--- src/hdl/tdr_pkg.sv ---
// shared types and constants of the task dependency release tracker
package tdr_pkg;

   localparam int DEF_MAX_TASKS      = 256;
   localparam int DEF_MAX_DEPENDENTS = 16;

   localparam int TASK_W  = 8;
   localparam int COUNT_W = 9;
   // list length field, holds up to 127 dependents
   localparam int LEN_W   = 7;

   localparam logic [COUNT_W-1:0] COUNT_MAX = '1;

   typedef enum logic [1:0] {
      KIND_MARK  = 2'd0,
      KIND_EDGE  = 2'd1,
      KIND_QUERY = 2'd2,
      KIND_DONE  = 2'd3
   } kind_type;

   typedef enum logic [1:0] {
      STAT_OK       = 2'd0,
      STAT_RANGE    = 2'd1,
      STAT_INACTIVE = 2'd2,
      STAT_FULL     = 2'd3
   } status_type;

   typedef struct packed {
      logic               active;
      logic [COUNT_W-1:0] count;
      logic [LEN_W-1:0]   len;
   } task_row_type;

   typedef struct packed {
      logic [TASK_W-1:0] task_id;
      logic              ready;
      status_type        status;
      logic              last;
   } result_type;

   typedef enum logic [3:0] {
      S_CLEAR,
      S_IDLE,
      S_RD_T,
      S_HAVE_T,
      S_RD_O,
      S_HAVE_O,
      S_EDGE_WT,
      S_DEP_RD,
      S_DEP_CNT,
      S_DEP_UPD,
      S_EMIT
   } seq_state_type;

endpackage

--- src/hdl/tdr_task_mem.sv ---
// per-task row memory: active bit, waiting count, dependent list length
module tdr_task_mem #(
   parameter int DEPTH = 256
) (
   input  logic                       clock,
   input  logic                       rd_en,
   input  logic [$clog2(DEPTH)-1:0]   rd_addr,
   output tdr_pkg::task_row_type      rd_data,
   input  logic                       wr_en,
   input  logic [$clog2(DEPTH)-1:0]   wr_addr,
   input  tdr_pkg::task_row_type      wr_data
);
   import tdr_pkg::*;

   task_row_type mem_ff [DEPTH];
   task_row_type rd_data_ff;

   always_ff @(posedge clock) begin
      if (wr_en) begin
         mem_ff[wr_addr] <= wr_data;
      end
      if (rd_en) begin
         rd_data_ff <= mem_ff[rd_addr];
      end
   end

   assign rd_data = rd_data_ff;

endmodule

--- config.mk ---
export PLATFORM = sky130hd
export DESIGN_NAME = tdr_task_mem
export DESIGN_NICKNAME = d
export VERILOG_FILES = /design/src/hdl/tdr_pkg.sv /design/src/hdl/tdr_task_mem.sv
export SDC_FILE = /design/constraint.sdc
export NUM_CORES = 2
export LEC_CHECK = 0
export BUFFER_PORTS_ARGS = -buffer_cell sky130_fd_sc_hd__buf_2
export CORE_UTILIZATION = 30
export CTS_CLUSTER_DIAMETER = 150
export CTS_CLUSTER_SIZE = 10
export DETAILED_ROUTE_END_ITERATION = 8
export GPL_TIMING_DRIVEN = 0
export MAX_ROUTING_LAYER = met4
export PLACE_DENSITY = 0.54
export SYNTH_ARGS = -nofsm -noshare
export SYNTH_HDL_FRONTEND = slang
export SYNTH_MEMORY_MAX_BITS = 65536
export SYNTH_SLANG_ARGS = --single-unit
--- constraint.sdc ---
create_clock -name clock -period 3.3 [get_ports clock]
set_input_delay 0 -clock clock [delete_from_list [all_inputs] [get_ports clock]]
set_output_delay 0 -clock clock [all_outputs]
set_load 0.1 [all_outputs]
==> results list <==
- Standard cell core area: 565000 um^2
- In the synthesized netlist the dominant register cell turns out to be edfxtp_1.
- Across every metal layer, demand over resource in global routing totals 0.253.
- After synthesis, the mean cell area works out to approximately 22 um^2.
* Endpoint kind of the worst setup timing path: flip-flop
- The number of cells on the worst reg-to-reg path is 7.
- Result of the run: finished, violations left
- Number of rows in the core area: 276
- Async set or reset register ratio after synthesis: 0
- Kind of start point of the critical path: input pin
* Number of max-slew violations in the final report: 0
- Final weighted congestion in routability-driven placement: 0.984
- The die covers 569000 um^2.
- Floorplan die height: 754 um
* Worst-margin pin slew: 1.45 ns
* Number of global-route vias before repair: 88755
- Post-synthesis cell area: 170000 um^2
* Worst Hold End: mem_ff[104][6]
- The detailed router placed 93044 vias in this run.
- Startpoint of the lowest-slack register-to-register path: mem_ff[235][0]
- In the final routed layout, each cell accounts on average for approximately 44 um.
- At the worst endpoint, the arrival time is roughly 4.5 ns.
- At the worst endpoint, the required time is just over 4 ns.
* Final-stage net count: 8647
- Post-layout instance area: between 200000 and 250000 um^2
- DPL Wire Length: 503000 um
- The worst setup path is of the input pin to flip-flop kind.
- Largest net degree at the start of global routing: about 170
- Largest cells by area after synthesis: edfxtp_1 77%, mux4_2 12%, mux2i_1 3.0%
- Period utilisation layout: 1.10
- Clock buffer count from CTS: around 470
- The final layout contains routed wiring with a total length of 717000 um.
- For this design the static power due to leakage is 0.0619 uW.
* Setup-violating endpoint count in the final report: 99
- Maximum operating frequency: around 270 MHz
* TritonRoute pass-1 iters: 6
- Number of I/O pins: 53
- Clock root buffer: clkbuf_16
* Min cycle time layout: 3.64 ns
* RSZ-0062 raised after global routing: false
* Via density per instance: 5.74
* Number of storage elements in the synthesis netlist: between 4000 and 5000
- The total overflow left after global routing is 0.
- Final Hold Vio Count: 0
- The die is 754 um wide.
* Min-delay src: wr_data[6]
* Number of enable flip-flop cells after synthesis: approximately 4400
* First-pass GRT wire length: around 910000 um
- Number of clock sinks: 4369
- For this run, the number of Yosys warnings is 0.
- The worst pin sits at a relative slew slack of 0.0320.
- IR analysis of the VDD net gives a maximum drop of 508 uV.
* CTS max path bufs: 4
- Count of mapped cells out of synthesis: ~7800
- Across the routed clock network, the largest skew measured is 0.0728 ns.
- The worst register-to-register path ends at rd_data[0].
- The H-tree was split into 5 levels.
- The layout has roughly 51000 filler cells.
* Sequential element share of the synthesized area: 0.772
* Layout overhead on the synthesized area: 17.8%
* Worst min-delay path class: input pin to flip-flop
* CP Max Fanout: 10
- Clock transition at the registers of the reported paths: 0.06 ns
- Across all hold checks on the routed design, the worst slack comes to 0.0267 ns.
- In the post-route analysis, the smallest setup slack over all paths is -0.339 ns.
- Yosys top cell area share: 0.772
- Failing checks: setup timing
* Residual DRC count: 0
- The detail route stage leaves a number of antenna-violating nets equal to 0.
- Synth area leader: edfxtp_1
- Measured on the finished design, the core utilization comes to 0.355.
- For this configuration, the core starts out at a cell density of 0.301.
- The tool flagged a number of max-cap violations equal to 0.
- Count of cell types in the netlist: 73
- Clock latency on the worst-skew pair, taken at its later pin, is 1.04 ns.
- Along the worst hold path, the cell count comes to 2.
- Number of violations reported at the end of detailed-routing iteration 0: 16533
* Most frequent cells in the layout: 4369 x edfxtp_1, 898 x mux4_2, 504 x mux2i_1
- Once placement finished, the instance area stood at 186000 um^2.
- Port buffering added 44 buffers.
- Power density over cell area: 582 nW/um^2
- Worst setup startpoint: rd_addr[4]
- Total Negative Setup Slacks: -6.79 ns
- FF-to-FF setup slack: -0.15 ns
- Across the whole layout, storage elements account for 131000 um^2.
- Area taken by multi-input logic gates: 37100 um^2
- Fraction of final layout cells with drive strength greater than 1: 0.287
* TritonCTS clock tree: built
* Commonest non-fill, non-tap cell in the layout: edfxtp_1
- Overall power after layout: 117000 uW
- The number of antenna violations at the first check in global routing was 90.
* Nets in the synthesized netlist: 7833
-- worst max path at each step --
stage	endpoint	cells after the start
after floorplan	rd_data[13]	9
after global placement	rd_data[15]	8
after global routing	rd_data[11]	7
final	rd_data[8]	9
after detailed placement	rd_data[12]	10
after CTS	rd_data[12]	12
-- cell families (layout without fill, tap and decap cells) --
group                  after synthesis  after routing  synth area share
DFF                               4369           4369             0.772
muxes                             1472           1472             0.157
and+or+nand+nor                    836            836            0.0219
AOI/OAI and AO/OA                  649            649            0.0270
buffers and inverters              471           1311            0.0214
other                                0             77                 0
-- registers in the layout, summed over array words and instances, names as in the netlist --
name	count
mem_ff	4352
rd_data	17
-- critical path: stages --
cell and delay (ns):
clkbuf_2 0.46, buf_4 0.33, clkbuf_1 0.80, clkbuf_4 0.66, nor3_1 0.15, o21ai_0 0.52, nand3_1 0.19, nor4_2 0.71
and3_1 0.52
-- cell usage after synthesis, types with 12 or more instances --
cell type  instances
clkbuf_1         150
clkbuf_8          12
nor4_1            14
mux4_1            46
nor2b_1           14
nor2_1           333
a211oi_1          16
buf_8             30
o311ai_0          13
buf_1             38
o21ai_0           42
buf_12            44
buf_6             57
mux2i_1          509
a21oi_1          108
edfxtp_1        4369
nand2_1          216
or3_1             14
nor3_1           109
mux2_2            20
a22o_1            13
o22ai_1          186
nand3_1           65
a31oi_1           14
a22oi_1           33
buf_2             95
o311a_1           14
buf_4             37
o221ai_1         134
mux4_2           897
nand4_1           21
-- stage by stage --
step,instances,setup slack [ns]
final,16220,-0.339
after global routing,16201,0.00468
after CTS,16135,-0.00557
after detailed placement,15592,-3.54
after global placement,15347,-5.44
after floorplan,7797,0.992
-- cell type report --
class                   instances  area share
clock buffers                 478      0.0596
diodes                         77    0.000963
multi-input cells            2957       0.185
inverters                       5    0.000119
clock inverters                24     0.00272
plain buffers                 464      0.0206
well taps                    7506      0.0469
repair buffers                340      0.0282
flip-flops and latches       4369       0.655
-- metal layers --
| metal | GRT usage | wire length [um] | vias to the layer above |
|---|---|---|---|
| li1 | - | - | 34462 |
| met1 | 0.322 | 272000 | 50798 |
| met2 | 0.384 | 326000 | 6569 |
| met3 | 0.0577 | 77500 | 1215 |
| met4 | 0.118 | 41800 | 0 |
| met5 | - | 0 | - |
-- timing repair --
action	CTS	global route
hold buffers	42	2
hold endpoints to repair	3514	36
buffers inserted	0	7
pin swaps	17	5
gates resized for setup	262	21
endpoints found under the setup margin	17	171
-- where the power goes --
group / internal [uW] / switching [uW] / leakage, uW
Clock: 25400 / 21300 / 0.00610
Sequential: 61300 / 34.4 / 0.0393
Combinational: 2350 / 6280 / 0.0165
(Power assumes the default switching activity.)
