`src/hdl/tdr_pkg.sv`:
```
// shared types and constants of the task dependency release tracker
package tdr_pkg;

   localparam int DEF_MAX_TASKS      = 256;
   localparam int DEF_MAX_DEPENDENTS = 16;

   localparam int TASK_W  = 8;
   localparam int COUNT_W = 9;
   // list length field, holds up to 127 dependents
   localparam int LEN_W   = 7;

   localparam logic [COUNT_W-1:0] COUNT_MAX = '1;

   typedef enum logic [1:0] {
      KIND_MARK  = 2'd0,
      KIND_EDGE  = 2'd1,
      KIND_QUERY = 2'd2,
      KIND_DONE  = 2'd3
   } kind_type;

   typedef enum logic [1:0] {
      STAT_OK       = 2'd0,
      STAT_RANGE    = 2'd1,
      STAT_INACTIVE = 2'd2,
      STAT_FULL     = 2'd3
   } status_type;

   typedef struct packed {
      logic               active;
      logic [COUNT_W-1:0] count;
      logic [LEN_W-1:0]   len;
   } task_row_type;

   typedef struct packed {
      logic [TASK_W-1:0] task_id;
      logic              ready;
      status_type        status;
      logic              last;
   } result_type;

   typedef enum logic [3:0] {
      S_CLEAR,
      S_IDLE,
      S_RD_T,
      S_HAVE_T,
      S_RD_O,
      S_HAVE_O,
      S_EDGE_WT,
      S_DEP_RD,
      S_DEP_CNT,
      S_DEP_UPD,
      S_EMIT
   } seq_state_type;

endpackage

```
`src/hdl/tdr_seq.sv`:
```
// sequencer: decodes items, runs read-modify-write on both memories, holds the result register
module tdr_seq #(
   parameter int MAX_TASKS      = tdr_pkg::DEF_MAX_TASKS,
   parameter int MAX_DEPENDENTS = tdr_pkg::DEF_MAX_DEPENDENTS
) (
   input  logic                                              clock,
   input  logic                                              reset,
   // item side
   input  logic                                              in_valid,
   output logic                                              in_ready,
   input  tdr_pkg::kind_type                                 in_kind,
   input  logic [tdr_pkg::TASK_W-1:0]                        in_tid,
   input  logic [tdr_pkg::TASK_W-1:0]                        in_oid,
   input  logic                                              in_active,
   // result side
   output logic                                              out_valid,
   input  logic                                              out_ready,
   output tdr_pkg::result_type                               out_res,
   // task memory
   output logic                                              trow_rd_en,
   output logic [$clog2(MAX_TASKS)-1:0]                      trow_rd_addr,
   input  tdr_pkg::task_row_type                             trow_rd_data,
   output logic                                              trow_wr_en,
   output logic [$clog2(MAX_TASKS)-1:0]                      trow_wr_addr,
   output tdr_pkg::task_row_type                             trow_wr_data,
   // dependent list memory
   output logic                                              dep_rd_en,
   output logic [$clog2(MAX_TASKS*MAX_DEPENDENTS)-1:0]       dep_rd_addr,
   input  logic [tdr_pkg::TASK_W-1:0]                        dep_rd_data,
   output logic                                              dep_wr_en,
   output logic [$clog2(MAX_TASKS*MAX_DEPENDENTS)-1:0]       dep_wr_addr,
   output logic [tdr_pkg::TASK_W-1:0]                        dep_wr_data
);
   import tdr_pkg::*;

   localparam int IDX_W  = $clog2(MAX_TASKS);
   localparam int DEP_AW = $clog2(MAX_TASKS * MAX_DEPENDENTS);
   localparam logic [IDX_W-1:0] LAST_ROW = IDX_W'(MAX_TASKS - 1);

   function automatic logic [COUNT_W-1:0] sat_inc(input logic [COUNT_W-1:0] c);
      return (c == COUNT_MAX) ? c : c + COUNT_W'(1);
   endfunction

   seq_state_type     state_ff, state_in;
   kind_type          kind_ff, kind_in;
   logic [TASK_W-1:0] tid_ff, tid_in;
   logic [TASK_W-1:0] oid_ff, oid_in;
   logic              act_ff, act_in;
   task_row_type      row_t_ff, row_t_in;
   logic [LEN_W-1:0]  ptr_ff, ptr_in;
   logic [LEN_W-1:0]  len_ff, len_in;
   logic [TASK_W-1:0] d_ff, d_in;
   logic              d_bad_ff, d_bad_in;
   logic              pend_valid_ff, pend_valid_in;
   logic [TASK_W-1:0] pend_tid_ff, pend_tid_in;
   result_type        res_ff, res_in;
   logic              out_valid_ff, out_valid_in;
   result_type        out_res_ff, out_res_in;
   logic [IDX_W-1:0]  clr_ff, clr_in;

   logic              push;
   result_type        push_res;
   logic              out_free;
   logic              req_bad;
   logic [IDX_W-1:0]  t_idx, o_idx;
   logic              same_task;
   logic              dep_hit, dep_ready, dep_stall, dep_more;
   logic              row_full;

   assign out_free  = !out_valid_ff || out_ready;
   assign t_idx     = IDX_W'(tid_ff);
   assign o_idx     = IDX_W'(oid_ff);
   assign same_task = (tid_ff == oid_ff);

   // the task id, or for an edge item the other id, of the incoming item out of range
   assign req_bad = (32'(in_tid) >= 32'(MAX_TASKS)) ||
                    ((in_kind == KIND_EDGE) && (32'(in_oid) >= 32'(MAX_TASKS)));

   assign row_full = 32'(trow_rd_data.len) >= 32'(MAX_DEPENDENTS);

   // counting down one dependent
   assign dep_hit   = !d_bad_ff && (trow_rd_data.count != '0);
   assign dep_ready = dep_hit && (trow_rd_data.count == COUNT_W'(1));
   assign dep_stall = dep_ready && pend_valid_ff && !out_free;
   assign dep_more  = ptr_ff < len_ff;

   // next state
   always_comb begin
      state_in = state_ff;
      unique case (state_ff)
         S_CLEAR: begin
            if (clr_ff == LAST_ROW) state_in = S_IDLE;
         end
         S_IDLE: begin
            if (in_valid) state_in = req_bad ? S_EMIT : S_RD_T;
         end
         S_RD_T: state_in = S_HAVE_T;
         S_HAVE_T: begin
            unique case (kind_ff)
               KIND_MARK, KIND_QUERY: state_in = S_EMIT;
               KIND_EDGE:             state_in = S_RD_O;
               KIND_DONE:             state_in = (trow_rd_data.len == '0) ? S_EMIT : S_DEP_RD;
               default:               state_in = S_EMIT;
            endcase
         end
         S_RD_O: state_in = S_HAVE_O;
         S_HAVE_O: begin
            if (!row_t_ff.active || !trow_rd_data.active || row_full || same_task) begin
               state_in = S_EMIT;
            end else begin
               state_in = S_EDGE_WT;
            end
         end
         S_EDGE_WT: state_in = S_EMIT;
         S_DEP_RD:  state_in = S_DEP_CNT;
         S_DEP_CNT: state_in = S_DEP_UPD;
         S_DEP_UPD: begin
            if (!dep_stall) state_in = dep_more ? S_DEP_CNT : S_EMIT;
         end
         S_EMIT: begin
            if (out_free) state_in = S_IDLE;
         end
         default: state_in = S_CLEAR;
      endcase
   end

   // outputs and datapath
   always_comb begin
      in_ready      = 1'b0;
      trow_rd_en    = 1'b0;
      trow_rd_addr  = t_idx;
      trow_wr_en    = 1'b0;
      trow_wr_addr  = t_idx;
      trow_wr_data  = row_t_ff;
      dep_rd_en     = 1'b0;
      dep_rd_addr   = DEP_AW'(32'(t_idx) * MAX_DEPENDENTS + 32'(ptr_ff));
      dep_wr_en     = 1'b0;
      dep_wr_addr   = DEP_AW'(32'(o_idx) * MAX_DEPENDENTS + 32'(trow_rd_data.len));
      dep_wr_data   = tid_ff;
      push          = 1'b0;
      push_res      = res_ff;
      kind_in       = kind_ff;
      tid_in        = tid_ff;
      oid_in        = oid_ff;
      act_in        = act_ff;
      row_t_in      = row_t_ff;
      ptr_in        = ptr_ff;
      len_in        = len_ff;
      d_in          = d_ff;
      d_bad_in      = d_bad_ff;
      pend_valid_in = pend_valid_ff;
      pend_tid_in   = pend_tid_ff;
      res_in        = res_ff;
      clr_in        = clr_ff;

      unique case (state_ff)
         S_CLEAR: begin
            trow_wr_en   = 1'b1;
            trow_wr_addr = clr_ff;
            trow_wr_data = '0;
            clr_in       = clr_ff + IDX_W'(1);
         end
         S_IDLE: begin
            in_ready = 1'b1;
            if (in_valid) begin
               kind_in       = in_kind;
               tid_in        = in_tid;
               oid_in        = in_oid;
               act_in        = in_active;
               ptr_in        = '0;
               pend_valid_in = 1'b0;
               res_in        = '{task_id: in_tid, ready: 1'b0, status: STAT_RANGE, last: 1'b1};
            end
         end
         S_RD_T: begin
            trow_rd_en = 1'b1;
         end
         S_HAVE_T: begin
            row_t_in = trow_rd_data;
            len_in   = trow_rd_data.len;
            res_in   = '{task_id: tid_ff, ready: 1'b0, status: STAT_OK, last: 1'b1};
            unique case (kind_ff)
               KIND_MARK: begin
                  trow_wr_en   = 1'b1;
                  trow_wr_data = '{active: act_ff, count: trow_rd_data.count,
                                   len: trow_rd_data.len};
                  res_in.ready = act_ff && (trow_rd_data.count == '0);
               end
               KIND_QUERY: begin
                  res_in.ready = trow_rd_data.active && (trow_rd_data.count == '0);
               end
               default: begin
               end
            endcase
         end
         S_RD_O: begin
            trow_rd_en   = 1'b1;
            trow_rd_addr = o_idx;
         end
         S_HAVE_O: begin
            res_in = '{task_id: tid_ff, ready: 1'b0, status: STAT_OK, last: 1'b1};
            if (!row_t_ff.active || !trow_rd_data.active) begin
               res_in.status = STAT_INACTIVE;
            end else if (row_full) begin
               res_in.status = STAT_FULL;
            end else begin
               // append to the list of the task depended on; a self edge also counts here
               dep_wr_en    = 1'b1;
               trow_wr_en   = 1'b1;
               trow_wr_addr = o_idx;
               trow_wr_data = '{active: trow_rd_data.active,
                                count:  same_task ? sat_inc(trow_rd_data.count)
                                                  : trow_rd_data.count,
                                len:    trow_rd_data.len + LEN_W'(1)};
            end
         end
         S_EDGE_WT: begin
            trow_wr_en   = 1'b1;
            trow_wr_data = '{active: row_t_ff.active, count: sat_inc(row_t_ff.count),
                             len: row_t_ff.len};
         end
         S_DEP_RD: begin
            dep_rd_en = 1'b1;
         end
         S_DEP_CNT: begin
            // fetch the dependent's row and prefetch the next list slot
            d_in         = dep_rd_data;
            d_bad_in     = 32'(dep_rd_data) >= 32'(MAX_TASKS);
            trow_rd_en   = 32'(dep_rd_data) < 32'(MAX_TASKS);
            trow_rd_addr = IDX_W'(dep_rd_data);
            dep_rd_en    = (ptr_ff + LEN_W'(1)) < len_ff;
            dep_rd_addr  = DEP_AW'(32'(t_idx) * MAX_DEPENDENTS + 32'(ptr_ff) + 32'd1);
            ptr_in       = ptr_ff + LEN_W'(1);
         end
         S_DEP_UPD: begin
            if (!dep_stall) begin
               trow_wr_en   = dep_hit;
               trow_wr_addr = IDX_W'(d_ff);
               trow_wr_data = '{active: trow_rd_data.active,
                                count:  trow_rd_data.count - COUNT_W'(1),
                                len:    trow_rd_data.len};
               if (dep_ready) begin
                  // the held ready task is not the final one any more
                  push          = pend_valid_ff;
                  push_res      = '{task_id: pend_tid_ff, ready: 1'b1, status: STAT_OK,
                                    last: 1'b0};
                  pend_valid_in = 1'b1;
                  pend_tid_in   = d_ff;
               end
               if (!dep_more) begin
                  if (dep_ready) begin
                     res_in = '{task_id: d_ff, ready: 1'b1, status: STAT_OK, last: 1'b1};
                  end else if (pend_valid_ff) begin
                     res_in = '{task_id: pend_tid_ff, ready: 1'b1, status: STAT_OK,
                                last: 1'b1};
                  end else begin
                     res_in = '{task_id: tid_ff, ready: 1'b0, status: STAT_OK, last: 1'b1};
                  end
               end
            end
         end
         S_EMIT: begin
            push = out_free;
         end
         default: begin
         end
      endcase
   end

   // result register
   always_comb begin
      out_res_in = out_res_ff;
      if (push) begin
         out_valid_in = 1'b1;
         out_res_in   = push_res;
      end else if (out_ready) begin
         out_valid_in = 1'b0;
      end else begin
         out_valid_in = out_valid_ff;
      end
   end

   always_ff @(posedge clock) begin
      if (reset) begin
         state_ff      <= S_CLEAR;
         clr_ff        <= '0;
         out_valid_ff  <= 1'b0;
         pend_valid_ff <= 1'b0;
      end else begin
         state_ff      <= state_in;
         clr_ff        <= clr_in;
         out_valid_ff  <= out_valid_in;
         pend_valid_ff <= pend_valid_in;
      end
      kind_ff     <= kind_in;
      tid_ff      <= tid_in;
      oid_ff      <= oid_in;
      act_ff      <= act_in;
      row_t_ff    <= row_t_in;
      ptr_ff      <= ptr_in;
      len_ff      <= len_in;
      d_ff        <= d_in;
      d_bad_ff    <= d_bad_in;
      pend_tid_ff <= pend_tid_in;
      res_ff      <= res_in;
      out_res_ff  <= out_res_in;
   end

   assign out_valid = out_valid_ff;
   assign out_res   = out_res_ff;

endmodule

```
`config.mk`:
```
export PLATFORM = sky130hd
export DESIGN_NAME = tdr_seq
export DESIGN_NICKNAME = d
export VERILOG_FILES = /design/src/hdl/tdr_pkg.sv /design/src/hdl/tdr_seq.sv
export SDC_FILE = /design/constraint.sdc
export NUM_CORES = 1
export LEC_CHECK = 0
export BUFFER_PORTS_ARGS = -buffer_cell sky130_fd_sc_hd__buf_4
export CAP_MARGIN = 10
export CORE_MARGIN = 1
export CORE_UTILIZATION = 45
export DETAILED_ROUTE_END_ITERATION = 8
export GPL_TIMING_DRIVEN = 0
export HOLD_SLACK_MARGIN = 0.06
export PLACE_DENSITY = 0.74
export SLEW_MARGIN = 20
export SYNTH_ARGS = -nofsm -noshare
export SYNTH_HDL_FRONTEND = slang
export SYNTH_SLANG_ARGS = --single-unit
```
`constraint.sdc`:
```
create_clock -name clock -period 2.68 [get_ports clock]
set_input_delay 0.134 -clock clock [delete_from_list [all_inputs] [get_ports clock]]
set_output_delay 0.134 -clock clock [all_outputs]
set_load 0.02 [all_outputs]
```
==> impl_metrics.csv, run 1 <==
group,metric,value,unit
drt,drt-total-wl,21930,um
setup_path,crit_path_start,"ptr_ff[4]$_SDFFCE_PN0P_",
clock_network,clkSinkCount,96,
synth,ys.flop_type,"edfxtp_1",
sta,max_freq,336.3,MHz
clock_network,path_clk_slew,70,ps
drt,vias,6285,
cells_and_area,drive_gt1_share,32.64,%
synth,synth_cells,638,
synth,synth.area.top_cells,"edfxtp_1 39%, ha_1 5.6%, dfxtp_1 4.5%, nand2_1 4.4%, xnor2_1 3.3%",
floorplanning,start_util,46.86,%
setup_path,crit_fanout,3,
global_route,grt_pass1_wl,32680,um
drt,drtPass1Iterations,6,
clock_network,cts_tree,"built",
synth,yosysTopAreaCell,"edfxtp_1",
floorplanning,core,13400,um^2
sta,post-route-period-util,111.0,%
placed_design,port_buffers,130,
power,seqPwrFrac,50.2,%
sta,period_needed,2974,ps
cells_and_area,fin_util,67.23,%
global_route,antenna_found_initial,0,
sta,fin_tns_setup,-1462,ps
clock_network,clock_tree.buffer_depth,2,
synth,ys_seq_area_share,43.67,%
synth,syn_area_per_cell,9.843,um^2
power,pwr-share-clk,41.2,%
synth,synth.distinct_cells,69,
setup_path,cp.arrival,2840,ps
cells_and_area,fillers,1034,
synth,ys_ff_latch,96,
clock_network,cts-root-buf,"clkbuf_16",
min_path,hp-class,"input pin to flop",
sta,setup_viol,10,
placed_design,dp_hpwl,14650,um
synth,syn-num-nets,716,
synth,syn_area,6280,um^2
synth,ys_top_cells_by_count,"82 x edfxtp_1, 74 x nand2_1, 41 x nor2_1",
setup_path,critical_path_class,"flop to output port",
flow_run,drv_cap,0,
setup_path,timing.critical_path.to,"dep_rd_addr[11]",
setup_path,r2r_setup_slack,100,ps
synth,async_reset_ff_share,0,%
synth,synth_edf_count,82,
power,power_density,356.9,nW/um^2
status,status,"finished, violations left",
power,internal_power,2416,uW
floorplanning,fp-row-count,42,
synth,yosysWarnings,0,
drt,detail_route.wl_per_cell,20.97,um
sta,grt_setup_unrepaired,"yes",
floorplanning,die_w,120.1,um
clock_network,cts_buffers,9,
synth,yosys.area.top_type_share,39.21,%
power,vdd_drop_max,0.0003329,V
sta,hold_violations,0,
status,violations,"setup timing",
global_route,grt_util_all_layers,29.91,%
power,p_sw_share,24.85,%
setup_path,reg2regPathDepth,14,
placed_design,place.gp.congestion,0.9202,
drt,drc,0,
floorplanning,num_io_pins,131,
power,leakagePower,0.003734,uW
floorplanning,dieArea,14430,um^2
sta,maxSlewViolCount,0,
sta,setup_ws,-293.9,ps
setup_path,required,2550,ps
sta,relSlewSlack,41.41,%
clock_network,cts_htree_levels,3,
drt,drt_iter0_drc,715,
power,p_sw,798.9,uW
floorplanning,die_h,120.1,um
setup_path,cp-start-kind,"flop",
sta,skew,9.477,ps
synth,synth.most_common_cell,"edfxtp_1",
global_route,overflow,0,
cells_and_area,diodes,0,
cells_and_area,final_nets,943,
power,comb_power_share,8.6,%
drt,postRouteAntennaNets,0,
cells_and_area,area_growth,43.45,%
setup_path,r2r_start,"dep_wr_data[2]$_DFFE_PP_",
setup_path,crit_path_end_kind,"output port",
global_route,grt_pass1_vias,5879,
clock_network,worstSkewPairLatency,370,ps
drt,avgViaCountPerCell,6.009,
sta,worst_pin_slew,878.0,ps
global_route,grt_max_degree,20,
setup_path,r2r-end,"state_ff[2]$_SDFFE_PP0P_",
==> cells by family after synthesis <==
group / synth area share [%]
multiplexers: 3.985
AO/OA/AOI/OAI: 17.27
XOR/XNOR: 6.655
flip-flops: 43.67
AND/OR/NAND/NOR: 17.85
adder cells (fa/ha/maj): 6.216
buffers and inverters: 4.343
==> worst min-delay path by stage <==
stage	startpoint	to	slack, ps	cells after the start
floorplan	reset	clr_ff[7]$_SDFFE_PP0N_	200	1
global placement	in_oid[2]	o_idx[2]$_DFFE_PP_	310	1
detailed placement	in_oid[1]	o_idx[1]$_DFFE_PP_	310	1
CTS	out_ready	out_valid$_SDFFE_PP0P_	180	4
global route	out_ready	out_valid$_SDFFE_PP0P_	220	4
finish	out_ready	out_valid$_SDFFE_PP0P_	210	4
==> worst max-delay path: stages, from the launching register on <==
cell and delay, ps:
edfxtp_1 430, ha_2 210, fa_2 400, xnor2_4 170
buf_4 160, nor4b_4 270, a21o_1 160, a22o_1 160
nand4_1 150, xnor2_2 200, buf_4 160
==> power by group through the flow <==
stage               clock [uW]  sequential (uW)  combinational [uW]
floorplan                    0             1650                92.5
global placement             0             1650                 208
detailed placement           0             1650                 212
CTS                       1340             1620                 268
global route              1380             1620                 294
finish                    1320             1610                 276
==> sequential cells by signal (all words and copies together), names as in the netlist, 2 cells and up <==
signal and count:
pend_tid_ff 8, clr_ff 8, ptr_ff 7, res_ff 11
d_ff 8, dep_wr_data 8, out_res 12, len_ff 7
state_ff 4, o_idx 8, row_t_ff 10, kind_ff 2
==> layer usage <==
layer	vias up	track usage [%]	share of wire [%]
met5	-	0	0
li1	2833	-	-
met3	52	4.658	8.5
met1	3040	40.20	41
met2	360	46.66	48
met4	0	15.08	2.7
==> stage by stage <==
stage	power [uW]	instance area (um^2)	setup WS (ps)	cells	hold slack [ps]
2_1_floorplan	1743	6295	22.04	638	203.1
3_3_place_gp	1859	7491	-498.1	944	313.2
3_5_place_dp	1864	7493	-479.8	944	313.7
4_1_cts	3220	8653	-299.8	1031	183.3
5_1_grt	3291	9009	-383.3	1046	223.2
6_report	3215	9009	-293.9	1046	209.6
==> cell usage in the layout (no fill, tap or decap), types with 4 or more instances in the layout <==
master         instances
a21o_1                 9
a21oi_1               19
a21oi_2                4
a221o_1               12
a22o_1                 9
a22oi_1               19
a31oi_1                9
and2_1                 7
and3_1                 7
buf_2                  6
buf_4                174
buf_6                 12
clkbuf_1               9
clkbuf_16              9
clkbuf_2               4
dfxtp_1               10
dlygate4sd3_1         45
edfxtp_1              82
ha_1                  27
inv_1                 24
inv_6                  4
mux2_2                 7
mux2i_1               16
nand2_1               68
nand2_2                4
nand2b_1               5
nand3_1               20
nand4_1                9
nor2_1                36
nor2_2                 4
nor2b_1               15
nor3_1                 8
o211ai_1               6
o21ai_0               34
o21ai_1                4
o22ai_1                4
xnor2_1               22
xor2_1                19
==> area by class of cell <==
type	instances	area, um^2	area share, %
plain buffers	30	181.4	2.014
clock buffers	9	225.2	2.500
clock inverters	7	75.07	0.8333
inverters	25	97.59	1.083
multi-input cells	479	3610	40.07
flip-flops and latches	96	2753	30.56
well taps	176	220.2	2.444
repair buffers	223	1842	20.44
repair inverters	1	5.005	0.05556
==> timing repair <==
action | in CTS | in global routing
hold endpoints to repair | 47 | 0
hold buffers | 45 | 0
buffers inserted | 32 | 20
pin swaps | 11 | 26
gates cloned | 1 | 0
setup endpoints to repair | 45 | 73
gates resized for setup | 40 | 57
Note: power is estimated with default switching activity, not from simulation.
==> inputs of run 2 (changes only) <==
--- a/config.mk
+++ b/config.mk
@@ -13,6 +13,8 @@
 export GPL_TIMING_DRIVEN = 0
 export HOLD_SLACK_MARGIN = 0.06
 export PLACE_DENSITY = 0.74
+export REMOVE_ABC_BUFFERS = 1
+export SKIP_CTS_REPAIR_TIMING = 1
 export SLEW_MARGIN = 20
 export SYNTH_ARGS = -nofsm -noshare
 export SYNTH_HDL_FRONTEND = slang
==> impl_metrics.csv, run 2 (synthesized netlist as in run 1, its figures left out) <==
group,metric,value,unit
status,status,"finished, violations left",
status,violations,"setup timing",
cells_and_area,final_cell_count_no_fill,1011,
floorplanning,start_util,46.86,%
setup_path,crit_path_end_kind,"output port",
drt,drt-total-wl,20280,um
clock_network,clkSinkCount,96,
clock_network,path_clk_slew,80,ps
placed_design,place_ws,-737.5,ps
sta,hold_slack,52.93,ps
placed_design,place.gp.congestion,0.9117,
sta,post-route-period-util,110.9,%
global_route,antenna_found_initial,0,
setup_path,required,2550,ps
drt,drc,0,
global_route,grt_pass1_vias,5217,
drt,drt_iter0_drc,713,
sta,relSlewSlack,37.25,%
global_route,grt_max_degree,23,
floorplanning,die_w,120.1,um
sta,setup_viol,11,
floorplanning,core,13400,um^2
clock_network,cts_htree_levels,3,
sta,grt_setup_unrepaired,"yes",
sta,setup_ws,-291.9,ps
global_route,globalRouteMet2Util,40.19,%
setup_path,critPathMaxStageDelay,570,ps
cells_and_area,fillers,1043,
setup_path,cp-start-kind,"flop",
floorplanning,die_h,120.1,um
floorplanning,num_io_pins,131,
sta,period_needed,2972,ps
cells_and_area,final_common_cell,"buf_4",
floorplanning,fp-row-count,42,
clock_network,cts-root-buf,"clkbuf_16",
sta,skew,10.18,ps
drt,detail_route.wl_per_cell,20.06,um
cells_and_area,fin_util,65.10,%
drt,postRouteAntennaNets,0,
global_route,use_met1,32.14,%
setup_path,crit_chain,"ha_2 > fa_2 > nand2_4 > or4_4 > nor3b_2 > a21oi_2 > nor2_2 > xor2_1 > buf_4",
sta,fin_tns_setup,-1940,ps
placed_design,dp_hpwl,13130,um
placed_design,port_buffers,130,
global_route,grt_pass1_wl,27290,um
sta,hold_violations,0,
sta,maxSlewViolCount,0,
power,power_density,365.9,nW/um^2
global_route,busiest_layer,"met2",
cells_and_area,final_nets,908,
setup_path,crit_fanout,3,
global_route,overflow,0,
cells_and_area,largest_register_ff_count,12,
drt,drtPass1Iterations,6,
setup_path,cp_slowest_cell,"fa_2",
drt,vias,6110,
clock_network,cts_buffers,9,
sta,max_freq,336.5,MHz
setup_path,path_delay_family,"simple AND/OR/NAND/NOR gates",
clock_network,clock_tree.buffer_depth,2,
sta,worst_pin_slew,940.2,ps
clock_network,worstSkewPairLatency,360,ps
global_route,grt_use_met3,3.802,%
clock_network,cts_tree,"built",
power,leakagePower,0.003540,uW
cells_and_area,drive_gt1_share,31.26,%
setup_path,critical_path_class,"flop to output port",
placed_design,placedCellCount,908,
setup_path,cp.arrival,2840,ps
power,vdd_drop_max,0.0002741,V
drt,avgViaCountPerCell,6.044,
floorplanning,dieArea,14430,um^2
cells_and_area,area_growth,38.91,%
min_path,hp-class,"input pin to flop",
flow_run,drv_cap,0,
cells_and_area,final_cell_mix,"169 x buf_4, 82 x edfxtp_1, 69 x nand2_1",
global_route,grt_util_all_layers,24.43,%
setup_path,crit_buf_inv,1,
cells_and_area,diodes,0,
run 2: cell count changes in the layout (fill, tap and decap cells not counted), sizes merged:
cell,previous run,this run
clkbuf,23,9
buf,194,175
dlygate4sd3,45,41
inv,28,26
nand4,9,10
clkinvlp,3,6
run 2: power by group:
group	total, uW	internal (uW)	switching, uW
Clock	1310	660	652
Combinational	266	138	129
Sequential	1610	1610	4.85
Total	3190	2410	786
run 2: final cells by class:
type	count	area (um^2)	area share, %
multi-input combinational	480	3582	41.06
sequential	96	2759	31.63
timing repair buffer	216	1749	20.05
clock buffer	9	225.2	2.582
tap	176	220.2	2.524
inverter	25	105.1	1.205
clock inverter	7	72.57	0.8319
timing repair inverter	2	10.01	0.1147
run 2: metal layers:
metal	vias to the layer above	part of all wire, %
met1	2939	40
li1	2762	-
met2	353	49
met4	0	2.9
met3	56	8.7
met5	-	0
run 2: path summary, 6_finish.rpt:
| kind | from | endpoint | slack (ps) | cells after the start |
|---|---|---|---|---|
| hold reg to reg | d_ff[0]$_DFFE_PP_ | pend_tid_ff[0]$_DFFE_PP_ | 480 | 0 |
| hold / removal | trow_rd_data[14] | row_t_ff[14]$_DFFE_PP_ | 50 | 1 |
| setup / recovery | dep_wr_data[0]$_DFFE_PP_ | dep_rd_addr[10] | -290 | 9 |
| setup reg to reg | ptr_ff[4]$_SDFFCE_PN0P_ | res_ff[3]$_DFFE_PP_ | 260 | 7 |
run 2: worst register-to-register path: stages, from the launching register on:
cell	delay (ps)
edfxtp_1	400
buf_4	180
ha_1	310
a21o_1	180
a221oi_1	390
o21bai_1	110
a21oi_1	150
and4b_1	390
run 2: per-stage QoR:
| step | total power (uW) | cell area [um^2] |
|---|---|---|
| floorplan | 1724 | 6101 |
| global placement | 1852 | 7297 |
| detailed placement | 1856 | 7330 |
| CTS | 3132 | 7627 |
| global route | 3256 | 8723 |
| finish | 3192 | 8723 |
==> inputs of run 3 (changes only) <==
--- a/config.mk
+++ b/config.mk
@@ -19,3 +19,4 @@
 export SYNTH_ARGS = -nofsm -noshare
 export SYNTH_HDL_FRONTEND = slang
 export SYNTH_SLANG_ARGS = --single-unit
+export TNS_END_PERCENT = 1
==> impl_metrics.csv, run 3 (synthesized netlist as in run 1, its figures left out) <==
group,metric,value,unit
setup_path,required,2550,ps
setup_path,r2r_setup_slack,240,ps
global_route,grt_util_all_layers,24.43,%
sta,setup_viol,16,
floorplanning,core,13400,um^2
power,leakagePower,0.003366,uW
clock_network,worstSkewPairLatency,360,ps
sta,hold_violations,0,
global_route,grt_pass1_vias,5217,
drt,drc,0,
sta,skew,12.69,ps
status,violations,"setup timing",
clock_network,cts-root-buf,"clkbuf_16",
setup_path,cp_slowest_cell,"fa_2",
power,power_density,377.2,nW/um^2
drt,detail_route.wl_per_cell,19.66,um
clock_network,clock_tree.buffer_depth,2,
sta,hold_slack,49.04,ps
power,p_sw_share,24.64,%
setup_path,cp.arrival,2840,ps
drt,drt-total-wl,19460,um
cells_and_area,drive_gt1_share,28.13,%
drt,drt_iter0_drc,651,
floorplanning,start_util,46.86,%
min_path,hp-start,"trow_rd_data[14]",
status,status,"finished, violations left",
setup_path,cp-start-kind,"flop",
placed_design,place_ws,-737.5,ps
global_route,grt_max_degree,23,
floorplanning,fp-row-count,42,
power,internal_power,2406,uW
drt,avgViaCountPerCell,5.985,
setup_path,reg2regPathDepth,7,
power,seqPwrFrac,50.6,%
clock_network,path_clk_slew,80,ps
sta,worst_pin_slew,922.4,ps
drt,postRouteAntennaNets,0,
sta,post-route-period-util,110.9,%
floorplanning,num_io_pins,131,
power,vdd_drop_max,0.0002716,V
sta,fin_tns_setup,-2086,ps
placed_design,port_buffers,130,
floorplanning,dieArea,14430,um^2
cells_and_area,final_cell_mix,"154 x buf_4, 82 x edfxtp_1, 70 x nand2_1",
cells_and_area,fin_util,63.17,%
sta,max_freq,336.5,MHz
setup_path,crit_buf_inv,1,
placed_design,dp_hpwl,13130,um
sta,maxSlewViolCount,0,
setup_path,crit_fanout,3,
setup_path,crit_path_end_kind,"output port",
placed_design,place.gp.congestion,0.9117,
power,comb_power_share,8.2,%
power,p_sw,786.7,uW
min_path,hp-class,"input pin to flop",
drt,vias,5925,
global_route,antenna_found_initial,0,
setup_path,r2r-end,"res_ff[5]$_DFFE_PP_",
cells_and_area,final_cell_count_no_fill,990,
power,pwr-share-clk,41.2,%
cells_and_area,area_growth,34.79,%
floorplanning,die_w,120.1,um
clock_network,clkSinkCount,96,
min_path,holdPathEnd,"row_t_ff[14]$_DFFE_PP_",
floorplanning,die_h,120.1,um
sta,period_needed,2971,ps
sta,grt_setup_unrepaired,"yes",
global_route,overflow,0,
clock_network,cts_buffers,9,
cells_and_area,diodes,0,
global_route,grt_pass1_wl,27290,um
sta,setup_ws,-291.5,ps
cells_and_area,largest_register_ff_count,12,
setup_path,critical_path_class,"flop to output port",
setup_path,crit_chain,"ha_2 > fa_2 > nand2_4 > or4_4 > nor3b_2 > a21oi_2 > nor2_2 > xor2_1 > buf_4",
min_path,hold_path_depth,1,
clock_network,cts_htree_levels,3,
sta,relSlewSlack,38.44,%
cells_and_area,final_common_cell,"buf_4",
setup_path,r2r_start,"ptr_ff[4]$_SDFFCE_PN0P_",
flow_run,drv_cap,0,
cells_and_area,final_nets,887,
drt,drtPass1Iterations,6,
setup_path,path_delay_family,"simple AND/OR/NAND/NOR gates",
placed_design,placedCellCount,908,
setup_path,critPathMaxStageDelay,570,ps
clock_network,cts_tree,"built",
run 3: changes by cell type in the layout (fill, tap and decap cells not counted), sizes merged:
| cell | previous run | this run |
|---|---|---|
| clkinvlp | 6 | 5 |
| buf | 175 | 155 |
run 3: how the worst max path moves through the flow:
stage	start	to	slack, ps	cells after the start
after global placement	trow_rd_data[12]	out_res[6]$_DFFE_PP_	-1820	5
after floorplan	trow_rd_data[14]	out_res[11]$_DFFE_PP_	-540	4
after CTS	state_ff[0]$_SDFFE_PP0P_	trow_wr_data[3]	-1060	8
after global routing	dep_wr_data[0]$_DFFE_PP_	dep_rd_addr[10]	-390	9
final	dep_wr_data[0]$_DFFE_PP_	dep_rd_addr[10]	-290	9
after detailed placement	trow_rd_data[12]	trow_wr_data[3]	-740	8
run 3: cell type report:
type                            instances  area (um^2)
Tap cell                              176        220.2
Fill cell                            1061         4936
Clock inverter                          7        72.57
Multi-Input combinational cell        480         3508
Inverter                               25        105.1
Timing Repair inverter                  1        5.005
Clock buffer                            9        225.2
Timing Repair Buffer                  196         1572
Sequential cell                        96         2756
run 3: power by group through the flow:
stage / logic, uW / clock network (uW) / registers, uW
after global placement: 201 / 0 / 1650
final: 263 / 1320 / 1610
after CTS: 206 / 1310 / 1620
after floorplan: 73.5 / 0 / 1650
after global routing: 280 / 1360 / 1610
after detailed placement: 205 / 0 / 1650
run 3: layer usage:
| layer | global-route usage [%] | up-vias | routed length [um] |
|---|---|---|---|
| li1 | - | 2718 | - |
| met1 | 32.14 | 2858 | 7960 |
| met2 | 40.19 | 305 | 9528 |
| met3 | 3.802 | 44 | 1511 |
| met4 | 9.531 | 0 | 460 |
| met5 | 0 | - | 0 |
run 3: worst reg2reg max path, cell delays in order, from the launching register on:
cell      delay [ps]
edfxtp_1         410
buf_4            180
ha_1             310
a21o_1           180
a221oi_1         410
o21bai_1         110
a21oi_1          150
and4b_1          390
run 3: stage by stage:
step | power, uW | cell area (um^2)
detailed placement | 1856 | 7330
CTS | 3132 | 7627
global route | 3253 | 8464
global placement | 1852 | 7297
floorplan | 1724 | 6101
finish | 3193 | 8464
